==> src/rtl/lssc_pkg.sv <==
package lssc_pkg;

  // Configuration register width and its value after reset.
  localparam int unsigned CFG_W = 16;
  localparam logic [CFG_W-1:0] SETTLE_RESET = 16'd200;

  // Position field: signed Q.8, saturated to the field range.
  localparam int unsigned POS_W = 11;
  localparam logic signed [POS_W-1:0] POS_MAX = 11'sd1023;
  localparam logic signed [POS_W-1:0] POS_MIN = -11'sd1024;

  // Widths of the fixed output fields.
  localparam int unsigned SEL_W  = 3;
  localparam int unsigned BITS_W = 8;

  // Commands from the controller to the datapath.
  typedef struct packed {
    logic tick;      // accept one input beat
    logic load_pos;  // take the divider result as the new position
  } lssc_cmd_t;

  // Status from the datapath to the controller.
  typedef struct packed {
    logic need_div;  // the beat on offer completes a scan with lit sensors
    logic div_done;  // divider result is ready
  } lssc_sts_t;

endpackage

==> src/rtl/lssc_div.sv <==
module lssc_div import lssc_pkg::*; #(
  parameter int unsigned NUM_W = 16,
  parameter int unsigned DEN_W = 5
) (
  input  logic             clk,
  input  logic             rst_n,
  input  logic             start,
  input  logic [NUM_W-1:0] num,
  input  logic [DEN_W-1:0] den,
  output logic             done,
  output logic [NUM_W-1:0] quot
);

  localparam int unsigned CNT_W = $clog2(NUM_W + 1);

  logic             run_r;
  logic             done_r;
  logic [CNT_W-1:0] cnt_r;
  logic [NUM_W-1:0] quo_r;
  logic [DEN_W-1:0] rem_r;
  logic [DEN_W-1:0] den_r;

  logic [DEN_W:0]   trial;
  logic [DEN_W:0]   diff;
  logic             ge;

  // One restoring step: bring down the next numerator bit and try the subtract.
  assign trial = {rem_r, quo_r[NUM_W-1]};
  assign diff  = trial - {1'b0, den_r};
  assign ge    = trial >= {1'b0, den_r};

  // Control of the iteration.
  always_ff @(posedge clk) begin
    if (!rst_n) begin
      run_r  <= 1'b0;
      done_r <= 1'b0;
      cnt_r  <= '0;
    end else begin
      done_r <= 1'b0;
      if (start) begin
        run_r <= 1'b1;
        cnt_r <= CNT_W'(NUM_W);
      end else if (run_r) begin
        cnt_r <= cnt_r - 1'b1;
        if (cnt_r == CNT_W'(1)) begin
          run_r  <= 1'b0;
          done_r <= 1'b1;
        end
      end
    end
  end

  // Partial remainder and quotient, one bit per cycle.
  always_ff @(posedge clk) begin
    if (start) begin
      quo_r <= num;
      rem_r <= '0;
      den_r <= den;
    end else if (run_r) begin
      quo_r <= {quo_r[NUM_W-2:0], ge};
      rem_r <= ge ? diff[DEN_W-1:0] : trial[DEN_W-1:0];
    end
  end

  assign done = done_r;
  assign quot = quo_r;

endmodule

==> src/rtl/lssc_dp.sv <==
module lssc_dp import lssc_pkg::*; #(
  parameter int unsigned SENSOR_COUNT = 8
) (
  input  logic                    clk,
  input  logic                    rst_n,
  input  logic                    cfg_wr_en,
  input  logic [CFG_W-1:0]        cfg_wr_data,
  input  logic                    in_sense_level,
  input  lssc_cmd_t               cmd,
  output lssc_sts_t               sts,
  output logic [SEL_W-1:0]        out_mux_select,
  output logic                    out_scan_done,
  output logic [BITS_W-1:0]       out_line_bits,
  output logic signed [POS_W-1:0] out_position_q8,
  output logic                    out_line_lost
);

  localparam int unsigned CH_W  = $clog2(SENSOR_COUNT);
  localparam int unsigned SUM_W = $clog2(SENSOR_COUNT * SENSOR_COUNT) + 1;
  localparam int unsigned CNT_W = $clog2(SENSOR_COUNT + 1);
  localparam int unsigned NUM_W = SUM_W + 9;
  localparam int unsigned DEN_W = CNT_W + 1;
  localparam int unsigned WOFF  = SENSOR_COUNT - 1;

  // Scan state.
  logic [CFG_W-1:0]        settle_ticks_r;
  logic [CFG_W-1:0]        settle_cnt_r;
  logic [CH_W-1:0]         ch_r;
  logic [SENSOR_COUNT-1:0] scan_bits_r;
  logic [SENSOR_COUNT-1:0] done_bits_r;
  logic signed [POS_W-1:0] held_pos_r;
  logic                    lost_r;
  logic signed [SUM_W-1:0] sum_r;
  logic [CNT_W-1:0]        cnt_r;
  logic                    neg_r;

  // Output payload registers.
  logic [SEL_W-1:0]        out_sel_r;
  logic                    out_done_r;
  logic [BITS_W-1:0]       out_bits_r;
  logic signed [POS_W-1:0] out_pos_r;
  logic                    out_lost_r;

  logic                    sample;
  logic                    last;
  logic                    lit;
  logic signed [SUM_W-1:0] wt;
  logic [SENSOR_COUNT-1:0] bits_all;
  logic signed [SUM_W-1:0] sum_all;
  logic [CNT_W-1:0]        cnt_all;
  logic [SUM_W-1:0]        mag;
  logic [NUM_W-1:0]        num;
  logic [DEN_W-1:0]        den;
  logic                    div_done;
  logic [NUM_W-1:0]        quot;
  logic                    q_over_neg;
  logic                    q_over_pos;
  logic signed [POS_W-1:0] pos_res;

  // Settle timing and the sample decision for this beat.
  assign sample = !(settle_cnt_r < settle_ticks_r);
  assign last   = ch_r == CH_W'(SENSOR_COUNT - 1);
  assign lit    = sample && in_sense_level;

  // Weight of the current channel, doubled: 2*ch - (count - 1).
  assign wt = $signed(SUM_W'({ch_r, 1'b0})) - $signed(SUM_W'(WOFF));

  // Scan bits, weight sum and lit count including this beat's sample.
  assign bits_all = scan_bits_r | (lit ? (SENSOR_COUNT'(1) << ch_r) : '0);
  assign sum_all  = sum_r + (lit ? wt : '0);
  assign cnt_all  = cnt_r + CNT_W'(lit);

  assign sts.need_div = sample && last && (cnt_all != '0);
  assign sts.div_done = div_done;

  // Rounded mean: (2*|s|*128 + n) / (2*n), sign applied afterwards.
  assign mag = sum_all[SUM_W-1] ? SUM_W'(-sum_all) : SUM_W'(sum_all);
  assign num = {1'b0, mag, 8'd0} + NUM_W'(cnt_all);
  assign den = {cnt_all, 1'b0};

  lssc_div #(
    .NUM_W (NUM_W),
    .DEN_W (DEN_W)
  ) u_div (
    .clk   (clk),
    .rst_n (rst_n),
    .start (cmd.tick && sts.need_div),
    .num   (num),
    .den   (den),
    .done  (div_done),
    .quot  (quot)
  );

  // Apply the sign and saturate to the field range.
  assign q_over_neg = quot > NUM_W'(1024);
  assign q_over_pos = quot > NUM_W'(1023);

  always_comb begin
    if (neg_r) begin
      pos_res = q_over_neg ? POS_MIN : $signed(POS_W'(11'd0 - quot[POS_W-1:0]));
    end else begin
      pos_res = q_over_pos ? POS_MAX : $signed(quot[POS_W-1:0]);
    end
  end

  // Configuration register.
  always_ff @(posedge clk) begin
    if (!rst_n) begin
      settle_ticks_r <= SETTLE_RESET;
    end else if (cfg_wr_en) begin
      settle_ticks_r <= cfg_wr_data;
    end
  end

  // Scan sequencing, accumulation and held results.
  always_ff @(posedge clk) begin
    if (!rst_n) begin
      settle_cnt_r <= '0;
      ch_r         <= '0;
      scan_bits_r  <= '0;
      done_bits_r  <= '0;
      held_pos_r   <= '0;
      lost_r       <= 1'b0;
      sum_r        <= '0;
      cnt_r        <= '0;
      neg_r        <= 1'b0;
    end else begin
      if (cmd.tick) begin
        if (!sample) begin
          settle_cnt_r <= settle_cnt_r + 1'b1;
        end else begin
          settle_cnt_r <= '0;
          if (last) begin
            done_bits_r <= bits_all;
            lost_r      <= cnt_all == '0;
            neg_r       <= sum_all[SUM_W-1];
            scan_bits_r <= '0;
            sum_r       <= '0;
            cnt_r       <= '0;
            ch_r        <= '0;
          end else begin
            scan_bits_r <= bits_all;
            sum_r       <= sum_all;
            cnt_r       <= cnt_all;
            ch_r        <= ch_r + 1'b1;
          end
        end
      end
      if (cmd.load_pos) begin
        held_pos_r <= pos_res;
      end
    end
  end

  // Result payload for the beat just taken.
  always_ff @(posedge clk) begin
    if (cmd.tick) begin
      out_sel_r  <= SEL_W'(ch_r);
      out_done_r <= sample && last;
      out_pos_r  <= held_pos_r;
      if (sample && last) begin
        out_bits_r <= BITS_W'(bits_all);
        out_lost_r <= cnt_all == '0;
      end else begin
        out_bits_r <= BITS_W'(done_bits_r);
        out_lost_r <= lost_r;
      end
    end
    if (cmd.load_pos) begin
      out_pos_r <= pos_res;
    end
  end

  assign out_mux_select  = out_sel_r;
  assign out_scan_done   = out_done_r;
  assign out_line_bits   = out_bits_r;
  assign out_position_q8 = out_pos_r;
  assign out_line_lost   = out_lost_r;

endmodule

==> src/rtl/lssc_ctrl.sv <==
module lssc_ctrl import lssc_pkg::*; (
  input  logic      clk,
  input  logic      rst_n,
  input  logic      in_valid,
  output logic      in_stall,
  output logic      out_valid,
  input  logic      out_stall,
  input  lssc_sts_t sts,
  output lssc_cmd_t cmd
);

  localparam logic ST_RUN = 1'b0;
  localparam logic ST_DIV = 1'b1;

  logic state_r;
  logic state_nxt;
  logic out_valid_r;
  logic out_valid_nxt;
  logic out_free;
  logic accept;

  // The output register can take a beat when empty or draining this cycle.
  assign out_free = !out_valid_r || !out_stall;
  assign in_stall = !((state_r == ST_RUN) && out_free);
  assign accept   = (state_r == ST_RUN) && in_valid && out_free;

  assign cmd.tick     = accept;
  assign cmd.load_pos = (state_r == ST_DIV) && sts.div_done;

  // Wait in the divide state while the position of a finished scan is worked out.
  always_comb begin
    state_nxt = state_r;
    case (state_r)
      ST_RUN: begin
        if (accept && sts.need_div) begin
          state_nxt = ST_DIV;
        end
      end
      ST_DIV: begin
        if (sts.div_done) begin
          state_nxt = ST_RUN;
        end
      end
      default: state_nxt = ST_RUN;
    endcase
  end

  // Output valid: set on a finished result, cleared when the receiver takes it.
  always_comb begin
    if ((accept && !sts.need_div) || cmd.load_pos) begin
      out_valid_nxt = 1'b1;
    end else if (out_valid_r && !out_stall) begin
      out_valid_nxt = 1'b0;
    end else begin
      out_valid_nxt = out_valid_r;
    end
  end

  always_ff @(posedge clk) begin
    if (!rst_n) begin
      state_r     <= ST_RUN;
      out_valid_r <= 1'b0;
    end else begin
      state_r     <= state_nxt;
      out_valid_r <= out_valid_nxt;
    end
  end

  assign out_valid = out_valid_r;

endmodule

==> src/rtl/line_sensor_scan_centroid_core.sv <==
// Line sensor scanner with weighted centroid.
// Input channel: one beat per tick carries in_sense_level, the level of the
// multiplexer output pin. Each beat gives exactly one result beat on the
// output channel with the channel select driven during that tick, a scan-done
// flag, the bits of the last full scan, the line position in signed Q.8 and
// the line-lost flag. Write cfg_wr_en/cfg_wr_data only while the block is idle.
// An ordinary tick's result is registered and shown in the cycle after the
// tick is taken, so one beat per cycle is sustained while no divide runs and
// out_stall is low. A tick that finishes a scan with at least one lit sensor
// starts the bit-serial divider for the mean; the input is stalled until its
// result is loaded. A scan with no sensor lit skips the divider and its
// result is registered like an ordinary tick.
// Reset clears the scan, the position and the flags and loads settle_ticks
// with 200. When out_stall holds a result, in_stall rises and no further
// tick is taken until the result has been accepted.
module line_sensor_scan_centroid_core import lssc_pkg::*; #(
  parameter int unsigned SENSOR_COUNT = 8
) (
  input  logic                    clk,
  input  logic                    rst_n,
  input  logic                    cfg_wr_en,
  input  logic [CFG_W-1:0]        cfg_wr_data,
  input  logic                    in_valid,
  output logic                    in_stall,
  input  logic                    in_sense_level,
  output logic                    out_valid,
  input  logic                    out_stall,
  output logic [SEL_W-1:0]        out_mux_select,
  output logic                    out_scan_done,
  output logic [BITS_W-1:0]       out_line_bits,
  output logic signed [POS_W-1:0] out_position_q8,
  output logic                    out_line_lost
);

  lssc_cmd_t cmd;
  lssc_sts_t sts;

  // Handshake and sequencing.
  lssc_ctrl u_ctrl (
    .clk       (clk),
    .rst_n     (rst_n),
    .in_valid  (in_valid),
    .in_stall  (in_stall),
    .out_valid (out_valid),
    .out_stall (out_stall),
    .sts       (sts),
    .cmd       (cmd)
  );

  // Scan registers, centroid arithmetic and result payload.
  lssc_dp #(
    .SENSOR_COUNT (SENSOR_COUNT)
  ) u_dp (
    .clk             (clk),
    .rst_n           (rst_n),
    .cfg_wr_en       (cfg_wr_en),
    .cfg_wr_data     (cfg_wr_data),
    .in_sense_level  (in_sense_level),
    .cmd             (cmd),
    .sts             (sts),
    .out_mux_select  (out_mux_select),
    .out_scan_done   (out_scan_done),
    .out_line_bits   (out_line_bits),
    .out_position_q8 (out_position_q8),
    .out_line_lost   (out_line_lost)
  );

endmodule
==> config.mk <==
export PLATFORM = sky130hd
export DESIGN_NAME = line_sensor_scan_centroid_core
export DESIGN_NICKNAME = d
export VERILOG_FILES = /design/src/rtl/lssc_pkg.sv /design/src/rtl/lssc_div.sv /design/src/rtl/lssc_dp.sv /design/src/rtl/lssc_ctrl.sv /design/src/rtl/line_sensor_scan_centroid_core.sv
export SDC_FILE = /design/constraint.sdc
export NUM_CORES = 1
export LEC_CHECK = 0
export BUFFER_PORTS_ARGS = -buffer_cell sky130_fd_sc_hd__buf_2
export CAP_MARGIN = 20
export CORE_AREA = 2 2 78 154
export DETAILED_ROUTE_END_ITERATION = 7
export DIE_AREA = 0 0 80 156
export PLACE_DENSITY = 0.77
export RECOVER_POWER = 100
export SETUP_SLACK_MARGIN = 0.5
export SLEW_MARGIN = 20
export SYNTH_ARGS = -nofsm -noshare
export SYNTH_HDL_FRONTEND = slang
export SYNTH_HIERARCHICAL = 1
export SYNTH_SLANG_ARGS = --single-unit
==> constraint.sdc <==
create_clock -name clk -period 7.9 [get_ports clk]
set_input_delay 0.395 -clock clk [delete_from_list [all_inputs] [get_ports clk]]
set_output_delay 0.395 -clock clk [all_outputs]
set_load 0.02 [all_outputs]
; Word level (Yosys, flattened, before mapping)
; Cells that the tools add are included.
[totals]
input_bits = 22
wordCells = 101
register_bits = 133
[op_classes]
reduce_logical = 26
n_bitwise = 5
n_eq_ne = 2
shifts = 1
add_sub_neg = 10
muxes = 29
n_lt_le_gt_ge = 4
[ops]
columns = cell, count
row1 = 11-bit two-way mux, 5
row2 = 16-bit two-way mux, 3
row3 = 8-bit two-way mux, 3
row4 = 7-bit two-way mux, 3
row5 = 15-bit by 4-bit adder with 16-bit output, 1
row6 = "16-bit by 1-bit adder with 16-bit output, second input constant", 1
row7 = "16-bit by 10-bit > comparator with 1-bit output, second input constant", 1
row8 = "16-bit by 11-bit > comparator with 1-bit output, second input constant", 1
row9 = 16-bit less-than comparator, 1
row10 = 5-bit two-way mux, 3
row11 = "1-bit by 11-bit subtractor with 11-bit output, first input constant", 1
row12 = 1-bit logical AND, 10
row13 = 1-bit two-way mux, 9
row14 = 8-bit OR, 1
row15 = "1-bit by 3-bit << shifter with 8-bit output, first input constant", 1
row16 = 7-bit adder, 1
row17 = 7-bit negator, 1
row18 = 6-bit by 5-bit greater-or-equal comparator with 1-bit output, 1
row19 = 2-bit nonzero test, 3
row20 = "5-bit by 1-bit equality test with 1-bit output, second input constant", 1
row21 = 1-bit zero test, 5
row22 = "4-bit by 3-bit subtractor with 5-bit output, second input constant", 1
row23 = "5-bit by 1-bit subtractor with 5-bit output, second input constant", 1
row24 = 5-bit subtractor, 1
row25 = other kinds (14), 18

; Logic depth before layout (Yosys ltp)
; Gate-level depths: netlist of the first run.
[logic_depth]
ltp_word = 10
depth_mapped = 17
mapped_depth_nobuf = 17

; Cells and area by module
; Netlist of the first run, hierarchy kept.
[modules_own_cells]
columns = module, area_per_inst_um2, cells_each, n_inst
row1 = lssc_dp, 4823.4, 509, 1
row2 = lssc_div, 1572.8, 126, 1
row3 = lssc_ctrl, 122.6, 13, 1

; Worst setup path before layout of the first run
; Ideal clock, no wire load.
[synth_path]
path_type = flip-flop to flip-flop
from = register u_dp.settle_ticks_r[11]
to = register u_dp.u_div.quo_r[10] (netlist: u_dp/u_div/quot[10]) (data pin)
setup_slack_ps = 3834
arrival_ps = 3806
setup_ps = 260
stages_incl_launch_ff = 16
t_required_ps = 7640
n_path_buf = 0
path_cell_list = dfxtp_1 > inv_1 > ha_1 > and4_1 > o211ai_1 > o31a_1 > a31oi_1 > and2_1 > ha_1 > a21o_1 > or4_1 > mux2i_1 > xor2_2 > nor2b_1 > xnor2_1 > mux2_2
[synth_via]
elab_chain_len = 9
elab_cells_between_ends = 14
[synth_rtl]
columns = item, line
row1 = from (decl), lssc_dp.sv:26  ; logic [CFG_W-1:0] settle_ticks_r;
row2 = from (signal assigned), lssc_dp.sv:111  ; settle_ticks_r <= cfg_wr_data;
row3 = 16-bit less-than comparator (*), lssc_dp.sv:61  ; assign sample = !(settle_cnt_r < settle_ticks_r);
row4 = 1-bit zero test (*), lssc_dp.sv:61
row5 = 1-bit logical AND (*), lssc_dp.sv:63  ; assign lit = sample && in_sense_level;
row6 = 7-bit two-way mux (*), lssc_dp.sv:70  ; assign sum_all = sum_r + (lit ? wt : '0);
row7 = 7-bit adder (*), lssc_dp.sv:70
row8 = 7-bit negator, lssc_dp.sv:77  ; assign mag = sum_all[SUM_W-1] ? SUM_W'(-sum_all) : SUM_W'(sum_all);
row9 = 7-bit two-way mux (*), lssc_dp.sv:77
row10 = via u_dp.mag[2], lssc_dp.sv:51  ; logic [SUM_W-1:0] mag;
row11 = 15-bit by 4-bit adder with 16-bit output (*), lssc_dp.sv:78  ; assign num = {1'b0, mag, 8'd0} + NUM_W'(cnt_all);
row12 = 16-bit two-way mux (*), lssc_div.sv:55  ; if (start) begin
row13 = to (signal assigned), lssc_div.sv:56  ; quo_r <= num;
row14 = to (signal assigned), lssc_div.sv:60  ; quo_r <= {quo_r[NUM_W-2:0], ge};
row15 = to (decl), lssc_div.sv:19  ; logic [NUM_W-1:0] quo_r;
; Mark *: on every way through the listed nets, which the timed path passes. The rest lies on a longest branch.
; A chain may end at the register's enable or synchronous reset.

; Worst setup path after layout of the first run
[layout_path]
from = register u_dp.settle_ticks_r[10]
to = register u_dp.u_div.quo_r[8] (netlist: u_dp/u_div/quot[8]), enable pin
[layout_via]
elab_chain_len = 8
elab_cells_between_ends = 9
[layout_rtl]
columns = item, line
row1 = 16-bit less-than comparator, lssc_dp.sv:61
row2 = 1-bit zero test, lssc_dp.sv:61
row3 = 1-bit logical AND, lssc_dp.sv:63
row4 = 4-bit by 1-bit adder with 4-bit output, lssc_dp.sv:71  ; assign cnt_all = cnt_r + CNT_W'(lit);
row5 = via u_dp.cnt_all[2], lssc_dp.sv:50  ; logic [CNT_W-1:0] cnt_all;
row6 = 4-bit nonzero test, lssc_dp.sv:73  ; assign sts.need_div = sample && last && (cnt_all != '0);
row7 = 1-bit logical AND, lssc_dp.sv:73
row8 = 1-bit logical AND, lssc_dp.sv:87  ; .start (cmd.tick && sts.need_div),
row9 = 2-bit nonzero test (no line), --
; The timed path passes the listed nets, and every way through them passes these cells.

==> impl_results.md, run 1 <==
- Post-synth EDFFs: 45
- Drt pass-1 iters: 5
- GRT Residual Overflow: 0
- Static Leakage: 0.00292 uW
- Skew-Pair Late Insertion Delay: 0.42 ns
- Global-route wire length before repair: 23400 um
- Slew HR: -38.3%
- Post-synth top area cell: dfxtp_1
- Register bit total from synthesis: 134
- DR iter-0 viols: 266
- WS Path Type: flop to flop
- # hold bufs at CTS: 0
- Die X: 80 um
- Setup violators final: 0
- R2R Setup Slk: 2.21 ns
- Initial core utilization: 57.8%
- Die area: 12500 um^2
- GPL Wtd Cong: 0.870
- GRT Total Usage: 24.2%
- Adder-cell share of the synthesized area: 7.52%
- Worst vdd ir: 152 uV
- Compound-gate portion of the synthesized area: 13.9%
- Hold Crit Class: primary input to flop
- Vias in the first global route: 4939
- Post-DP HPWL: 10100 um
- Xor/xnor share of the synthesized area: 4.55%
- Total Wirelength: 14100 um
- Fmax: 0.176 GHz
- Share of the synthesized area in the top cell type: 27.3%
- Yosys warns: 6
- CP Launch Type: flop
- Resize count post-CTS: 0
- Failing checks: max-capacitance violations, max-slew violations
- Average size of a mapped cell: 10.1 um^2
- Row cnt: 55
- Vias per cell: 5.70
- Final setup margin: 2.21 ns
- Commonest non-fill, non-tap cell in the layout: dfxtp_1
- Layout Nets: 758
- Total CTS buffers: 17
- CP endpoint kind: flop
- Largest net degree at the start of global routing: 54
- Max Fanout on Critical Path: 27
- Final Max Tran Viols: 54
- Mux cell area share after synthesis: 5.91%
- # DRC: 0
- RSZ-0062 raised after global routing: no
- Worst Tran Pin Value: 2.07 ns
- Worst-path clk slew: 0.06 ns
- Clock Tree Buf Depth: 2
- Die H: 156 um
- Max-cap check violation count: 1
- Crit path time final: 5.69 ns
- Mapped cell area: 6520 um^2
- Buffers on Ports: 47
- Most frequent cells in the layout: dfxtp_1, nand2_1, nor2_1
- Final Hold Fails: 0
- Number of I/O pins: 48
- Worst Path Required: 7.95 ns
- Outcome: finished with violations
- Fillers: 914
- CTS Root Cell: clkbuf_16
- Ant. Diodes: 0
- Core ar.: 11300 um^2
- CTS sink count: 134
- H-tree levels: 4
- Post-DRT Antenna Nets: 0
- Routed vias: 4865
- Largest family of logic cells by synthesized area: simple AND/OR/NAND/NOR gates
- Cells after synthesis: 648
- Top cells by area, synth: dfxtp_1, edfxtp_1, ha_1, mux2_2, nand2_1
- PD cells: 213 nW/um^2
- Final core utilization: 65.7%
- Share of layout cells above drive strength 1: 10.5%
- Ys flop type: dfxtp_1
- Place WS: 3.54 ns
- Setup bufs post-CTS: 0
- Register area share after synthesis: 48.1%
- Number of antenna violations at the first check in global routing: 0
- Clock Skew: 0.00840 ns
- Synth cell types: 64
- Final Cycle Share: 72.0%
- Crit path DAT: 5.73 ns
- Share of synthesized flip-flops with an asynchronous set or reset: 0%
- Layout Area Growth over Synthesis: 13.7%
- Setup_tns: 0 ns
- CTS tree: yes
- WL per Instance: 16.5 um
- Simple-Gate Fraction of Synth Area: 15.8%
-- registers in the layout (all words and copies together), names as in the netlist, 3 cells and up --
register	flops
u_dp/ch_r	3
u_dp/cnt_r	4
u_dp/done_bits_r	8
u_dp/held_pos_r	11
u_dp/out_line_bits	8
u_dp/out_mux_select	3
u_dp/out_position_q8	11
u_dp/scan_bits_r	8
u_dp/settle_cnt_r	16
u_dp/settle_ticks_r	16
u_dp/sum_r	7
u_dp/u_div/cnt_r	5
u_dp/u_div/den_r	5
u_dp/u_div/quot	16
u_dp/u_div/rem_r	5
-- metal layers --
layer / part of all wire (%) / GRT usage, % / wire [um] / vias up
met2: 57 / 43.8 / 7980 / 108
li1: - / - / - / 2392
met3: 3.2 / 5.50 / 449 / 37
met1: 36 / 24.5 / 5080 / 2328
met5: 0 / 0 / 0 / -
met4: 4.0 / 14.4 / 561 / 0
-- critical path, stage by stage, from the launching register on --
cell and delay, ns:
dfxtp_1 0.35, inv_1 0.05, ha_1 0.30, and4_1 0.29, o211ai_1 0.12, o31a_1 0.36, a31oi_1 0.18, clkbuf_1 0.41
ha_1 0.27, ha_1 0.23, xor2_1 0.27, nor4_1 0.16, nor2_2 0.13, clkbuf_1 0.97, clkinv_1 0.57, nand2_1 0.65
-- through the flow --
stage / instance area [um^2] / total power [uW] / hold slack, ns / cells
final: 7410 / 1580 / 0.204 / 853
after global routing: 7410 / 1630 / 0.198 / 853
after CTS: 7470 / 1600 / 0.188 / 853
after detailed placement: 6880 / 802 / 0.460 / 821
after global placement: 6880 / 800 / 0.449 / 821
after floorplan: 6540 / 780 / 0.432 / 653
-- final cells by class --
type | instances | area [um^2] | share of cell area (%)
Inverter | 45 | 169 | 2.28
Clock buffer | 19 | 443 | 5.98
Clock inverter | 13 | 155 | 2.09
Multi-Input combinational cell | 450 | 3120 | 42.1
Sequential cell | 134 | 3130 | 42.3
Timing Repair Buffer | 50 | 213 | 2.87
Tap cell | 142 | 178 | 2.40
-- final timing paths --
path / cells after the start / from / endpoint
max: 15 / u_dp/settle_ticks_r[10] / u_dp/u_div/quot[8]
min: 3 / cfg_wr_data[7] / u_dp/settle_ticks_r[7]
max reg2reg: 15 / u_dp/settle_ticks_r[10] / u_dp/u_div/quot[8]
min reg2reg: 2 / u_dp/scan_bits_r[3] / u_dp/scan_bits_r[3]
-- cells by family (layout without fill, tap and decap cells) --
family                   after synthesis  after routing
AND/OR/NAND/NOR                      208            208
flip-flops                           134            134
AO/OA/AOI/OAI                        129            129
buffers and inverters                 69            127
adder cells (fa/ha/maj)               38             38
multiplexers                          36             36
XOR/XNOR                              33             33
other                                  1              6
-- synth_stat cells, types with 3 or more instances --
cell type	n
nor2b_1	20
inv_1	44
nand3b_1	3
o211a_1	8
nor3_1	10
or2_2	3
and4_1	4
clkbuf_1	19
xnor2_1	16
buf_4	3
dfxtp_1	89
xor2_1	16
mux2_2	20
nand3_1	15
o221ai_1	4
a21o_1	3
mux2i_1	16
a211oi_1	5
o31a_1	3
and3_1	7
nand2_1	58
ha_1	36
a21boi_0	4
o211ai_1	8
o21ai_0	24
a21oi_1	27
a22o_1	7
o21a_1	5
nor3b_1	3
nand4_1	4
o22ai_1	4
and2_1	18
edfxtp_1	45
nor2_1	51
a211o_1	3
a31oi_1	8
-- power by group --
group          total, uW  internal (uW)  leakage [uW]  switching [uW]
Sequential           728            722       0.00110            6.26
Clock                792            502      0.000292             290
Combinational       57.7           19.9       0.00153            37.9
Total               1580           1240       0.00292             334
(Power assumes the default switching activity.)
==> inputs of run 2 (changes only) <==
clock period = 5.38 ns   (was 7.9 ns; I/O delays follow)
==> run 2 against run 1 <==
The flow still finishes with violations (max-capacitance violations, max-slew violations). Highest routed layer unchanged. Final cell count unchanged. Cell area is essentially flat. Non-clock buffer count unchanged. Sequential power increased by 47%. Count of clock-buffer cells in the layout down 1. Hold slack worse by 0.13 ns.
==> impl_results.md, run 2 (synthesis gave the netlist of run 1 again) <==
- Commonest non-fill, non-tap cell in the layout: dfxtp_1
- Total Wirelength: 14400 um (+2.2%)
- Initial core utilization: 57.8% (unchanged)
- Number of I/O pins: 48 (unchanged)
- Row cnt: 55 (unchanged)
- CP Launch Type: flop
- CTS Root Cell: clkbuf_16
- Largest net degree at the start of global routing: 54 (unchanged)
- Crit path time final: 4.71 ns (-0.978 ns)
- Setup_tns: 0 ns (unchanged)
- Hold Crit Class: primary input to flop
- WS Path Type: flop to flop
- Failing checks: max-capacitance violations, max-slew violations
- Non-filler instance count after layout: 853 (unchanged)
- Crit path DAT: 4.87 ns (-0.86 ns)
- Worst Tran Pin Value: 2.07 ns (-0.00607 ns)
- GRT Total Usage: 24.3% (+0.11 points)
- Static Leakage: 0.00290 uW (-0.54%)
- Place WS: 1.07 ns (-2.46 ns)
- CTS tree: yes
- Global-route wire length before repair: 23500 um (+0.59%)
- CTS sink count: 134 (unchanged)
- Ant. Diodes: 0 (unchanged)
- Buffers on Ports: 47 (unchanged)
- Setup violators final: 0 (unchanged)
- Number of antenna violations at the first check in global routing: 0 (unchanged)
- Clock Skew: 0.00613 ns (-0.00228 ns)
- Post-DP HPWL: 10100 um (+0.22%)
- Share of layout cells above drive strength 1: 10.8% (+0.28 points)
- Worst vdd ir: 297 uV (+95%)
- Die area: 12500 um^2 (unchanged)
- Clock Tree Buf Depth: 2 (unchanged)
- Die X: 80 um (unchanged)
- Fmax: 0.212 GHz (+21%)
- Most frequent cells in the layout: dfxtp_1, nand2_1, nor2_1
- GRT Residual Overflow: 0 (unchanged)
- WL per Instance: 16.9 um (+2.2%)
- Max-cap check violation count: 1 (unchanged)
- # hold bufs at CTS: 0 (unchanged)
- Worst Path Required: 5.54 ns (-2.41 ns)
- GPL Wtd Cong: 0.901 (+3.6%)
- Core ar.: 11300 um^2 (unchanged)
- Layout Area Growth over Synthesis: 13.7% (about the same)
- RSZ-0062 raised after global routing: no
- # DRC: 0 (unchanged)
- Final Hold Fails: 0 (unchanged)
- Fillers: 924 (+1.1%)
- Layout Nets: 758 (unchanged)
- Placed Cells: 821 (unchanged)
- Total CTS buffers: 17 (unchanged)
- Routed vias: 4991 (+2.6%)
- Max Fanout on Critical Path: 10 (-63%)
- Final Cycle Share: 87.5% (+16 points)
- Outcome: finished with violations
- Setup bufs post-CTS: 0 (unchanged)
- H-tree levels: 4 (unchanged)
- Final setup margin: 0.670 ns (-1.54 ns)
- PD cells: 311 nW/um^2 (+46%)
- Vias in the first global route: 5062 (+2.5%)
- Skew-Pair Late Insertion Delay: 0.41 ns (about the same)
- Die H: 156 um (unchanged)
- Vias per cell: 5.85 (+2.6%)
- CP endpoint kind: flop
- Post-DRT Antenna Nets: 0 (unchanged)
- Drt pass-1 iters: 5 (unchanged)
- Worst-path clk slew: 0.06 ns (about the same)
- Final Max Tran Viols: 54 (unchanged)
- Slew HR: -37.9% (+0.40 points)
- Resize count post-CTS: 0 (unchanged)
- DR iter-0 viols: 248 (-6.8%)
==> run 2: worst max-delay path: stages (launching register included) <==
cell and delay [ns]:
dfxtp_1 0.40, ha_1 0.28, and3_1 0.20, o311a_1 0.32
o21ai_0 0.41, a31oi_1 0.13, clkbuf_1 0.25, ha_1 0.26
inv_1 0.07, fa_1 0.21, inv_1 0.05, a21o_1 0.21
or4_1 0.43, mux2i_1 0.27, xor2_2 0.33, o21ai_0 0.18
xnor2_1 0.15, mux2_2 0.28
==> run 2: worst paths after layout <==
check	start	end	cells past startpoint	slack [ns]
worst min register to register	u_dp/scan_bits_r[6]	u_dp/scan_bits_r[6]	2	0.48
worst max-delay path	u_dp/settle_cnt_r[6]	u_dp/u_div/quot[13]	17	0.67
worst min-delay path	cfg_wr_data[3]	u_dp/settle_ticks_r[3]	3	0.07
worst max register to register	u_dp/settle_cnt_r[6]	u_dp/u_div/quot[13]	17	0.67
==> run 2: area by class of cell <==
class | count | area [um^2] | area share [%]
multi-input cells | 450 | 3130 | 42.2
clock inverters | 14 | 159 | 2.14
inverters | 45 | 169 | 2.28
repair buffers | 50 | 216 | 2.92
clock buffers | 18 | 429 | 5.79
well taps | 142 | 178 | 2.40
flip-flops and latches | 134 | 3130 | 42.3
==> run 2: per-stage QoR <==
step           hold WS [ns]  power [uW]  utilization, %  cell area (um^2)
6_report             0.0746        2300            65.7              7410
5_1_grt              0.0806        2380            65.7              7410
4_1_cts              0.0620        2320            66.1              7460
3_5_place_dp          0.461        1180            60.9              6880
3_3_place_gp          0.447        1170            60.9              6880
2_1_floorplan         0.397        1150               -              6540
==> run 2: power breakdown <==
part / total [uW] / leakage [uW] / internal, uW / switching, uW
Sequential: 1070 / 0.00110 / 1060 / 8.50
Clock: 1150 / 0.000273 / 723 / 427
Combinational: 84.9 / 0.00153 / 29.4 / 55.5
==> run 2: per-layer routing <==
| metal | share of wire, % | GRT usage (%) |
|---|---|---|
| met3 | 3.3 | 4.98 |
| met1 | 36 | 24.2 |
| met4 | 4.8 | 14.5 |
| met2 | 56 | 44.9 |
| met5 | 0 | 0 |
==> inputs of run 3 (changes only) <==
CORE_AREA = 2 2 94 186   (was 2 2 78 154)
DIE_AREA = 0 0 96 188   (was 0 0 80 156)
PLACE_DENSITY = unset   (was 0.77)
==> run 3 against run 2 <==
The flow still finishes with violations (max-capacitance violations, max-slew violations). Sequential cell count unchanged. Total power is 2.3% higher. Hold slack hardly changed. Clock power is 4% higher. Clock skew about the same. Wire length grew 3.3%. Global-route usage is 6.8 points lower. Register-to-register slack better by 0.08 ns. Count of clock-buffer cells in the layout up 9. Fmax rose by 1.6%. Setup slack improved by 0.076 ns. Via count down 3.6%.
==> impl_results.md, run 3 (synthesis gave the netlist of run 1 again) <==
- Outcome: finished with violations
- Setup violators final: 0 (unchanged)
- # hold bufs at CTS: 0 (unchanged)
- Crit path DAT: 4.80 ns (-0.07 ns)
- Buffers on Ports: 47 (unchanged)
- Final Max Tran Viols: 54 (unchanged)
- Clock Skew: 0.00588 ns (-0.000244 ns)
- Die H: 188 um (+21%)
- Worst Reg2Reg Path Length in Cells: 17 (unchanged)
- Total Wirelength: 14800 um (+3.3%)
- Dpl cell area: 6970 um^2 (+1.4%)
- Layout Nets: 760 (+0.26%)
- Place WS: 1.04 ns (-0.0352 ns)
- Crit path time final: 4.63 ns (-0.0758 ns)
- WS Path Type: flop to flop
- Final Cycle Share: 86.1% (-1.4 points)
- H-tree levels: 4 (unchanged)
- DR iter-0 viols: 159 (-36%)
- Setup_tns: 0 ns (unchanged)
- GRT Total Usage: 17.6% (-6.8 points)
- Fmax: 0.216 GHz (+1.6%)
- Worst hold path depth: 3 (unchanged)
- Die X: 96 um (+20%)
- Clock Tree Buf Depth: 2 (unchanged)
- Hold Crit Class: primary input to flop
- Ant. Diodes: 0 (unchanged)
- Initial core utilization: 39.1% (-19 points)
- Die area: 18000 um^2 (+45%)
- Worst-path clk slew: 0.06 ns (about the same)
- Global-route wire length before repair: 24200 um (+2.6%)
- Static Leakage: 0.00294 uW (+1.4%)
- CP endpoint kind: flop
- Most frequent cells in the layout: dfxtp_1, nand2_1, nor2_1
- CP Launch Type: flop
- Skew-Pair Late Insertion Delay: 0.42 ns (about the same)
- Failing checks: max-capacitance violations, max-slew violations
- Final setup margin: 0.746 ns (+0.0758 ns)
- Number of I/O pins: 48 (unchanged)
- Routed vias: 4809 (-3.6%)
- Vias in the first global route: 4964 (-1.9%)
- CTS sink count: 134 (unchanged)
- Commonest non-fill, non-tap cell in the layout: dfxtp_1
- GRT Residual Overflow: 0 (unchanged)
- Slew HR: -43.1% (-5.2 points)
- RSZ-0062 raised after global routing: no
- Post-DP HPWL: 11000 um (+8.4%)
- Max Fanout on Critical Path: 10 (unchanged)
- GPL Wtd Cong: 0.807 (-10%)
- Final Instance Area: 7540 um^2 (+1.8%)
- Resize count post-CTS: 0 (unchanged)
- Largest net degree at the start of global routing: 54 (unchanged)
- Drt pass-1 iters: 4 (-1)
- Vias per cell: 5.23 (-11%)
- Worst Tran Pin Value: 2.15 ns (+0.0781 ns)
- Worst vdd ir: 223 uV (-25%)
- Total CTS buffers: 17 (unchanged)
- Max-cap check violation count: 1 (unchanged)
- Core ar.: 16700 um^2 (+48%)
- Post-DRT Antenna Nets: 0 (unchanged)
- PD cells: 312 nW/um^2 (+0.48%)
- Worst Path Required: 5.54 ns (about the same)
- CTS tree: yes
- Setup bufs post-CTS: 0 (unchanged)
- WL per Instance: 16.1 um (-4.3%)
- # DRC: 0 (unchanged)
- Number of antenna violations at the first check in global routing: 0 (unchanged)
- Layout Area Growth over Synthesis: 15.7%
- Share of layout cells above drive strength 1: 11.4% (+0.53 points)
- Row cnt: 67 (+22%)
- Final Hold Fails: 0 (unchanged)
- CTS Root Cell: clkbuf_16
## run 3: cell types whose count changed in the layout (fill, tap and decap cells not counted), moves of 2 or more
cell | previous run | this run
bufinv_16 | 3 | 1
clkbuf_1 | 30 | 32
clkbuf_16 | 17 | 20
clkbuf_8 | 0 | 5
clkinv_1 | 3 | 1
clkinvlp_4 | 5 | 1
mux2_1 | 4 | 2
mux2_2 | 16 | 18
## run 3: critical path, cell delays in order, from the launching register on
cell      delay [ns]
dfxtp_1         0.40
ha_1            0.28
and3_1          0.20
o311a_1         0.31
o21ai_0         0.40
a31oi_1         0.14
clkbuf_1        0.27
ha_1            0.29
inv_1           0.07
fa_1            0.20
inv_1           0.05
a21o_1          0.20
or4_1           0.39
mux2i_1         0.24
xor2_2          0.32
o21ai_0         0.18
xnor2_1         0.16
mux2_2          0.27
## run 3: through the flow
stage | instances | total power, uW | hold WS (ns) | utilization, %
5_1_grt | 920 | 2430 | 0.0697 | 45.2
6_report | 920 | 2360 | 0.0751 | 45.2
3_3_place_gp | 888 | 1180 | 0.449 | 41.8
4_1_cts | 920 | 2380 | 0.0609 | 45.6
2_1_floorplan | 653 | 1150 | 0.397 | -
3_5_place_dp | 888 | 1180 | 0.458 | 41.8
## run 3: area by class of cell
class,instances,area (um^2)
inverter,45,169
sequential,134,3130
clock inverter,5,52.6
multi-input combinational,450,3130
timing repair buffer,52,225
tap,207,259
fill,1589,9140
clock buffer,27,577
## run 3: final timing paths
path	from	end	slack (ns)
worst max-delay path	u_dp/settle_cnt_r[6]	u_dp/u_div/quot[13]	0.75
worst min-delay path	cfg_wr_data[7]	u_dp/settle_ticks_r[7]	0.08
worst max register to register	u_dp/settle_cnt_r[6]	u_dp/u_div/quot[13]	0.75
worst min register to register	u_dp/scan_bits_r[0]	u_dp/scan_bits_r[0]	0.47
## run 3: report_power, final
group	total [uW]	internal, uW	switching (uW)
Combinational	86.9	29.8	57.2
Sequential	1070	1060	8.51
Clock	1200	779	421
Total	2360	1870	486
## run 3: layer usage
layer,GRT usage (%),part of all wire [%],vias to the layer above
li1,-,-,2396
met1,16.7,36,2288
met2,33.0,57,90
met3,3.74,2.3,35
met4,9.84,4.5,0
met5,0,0,-
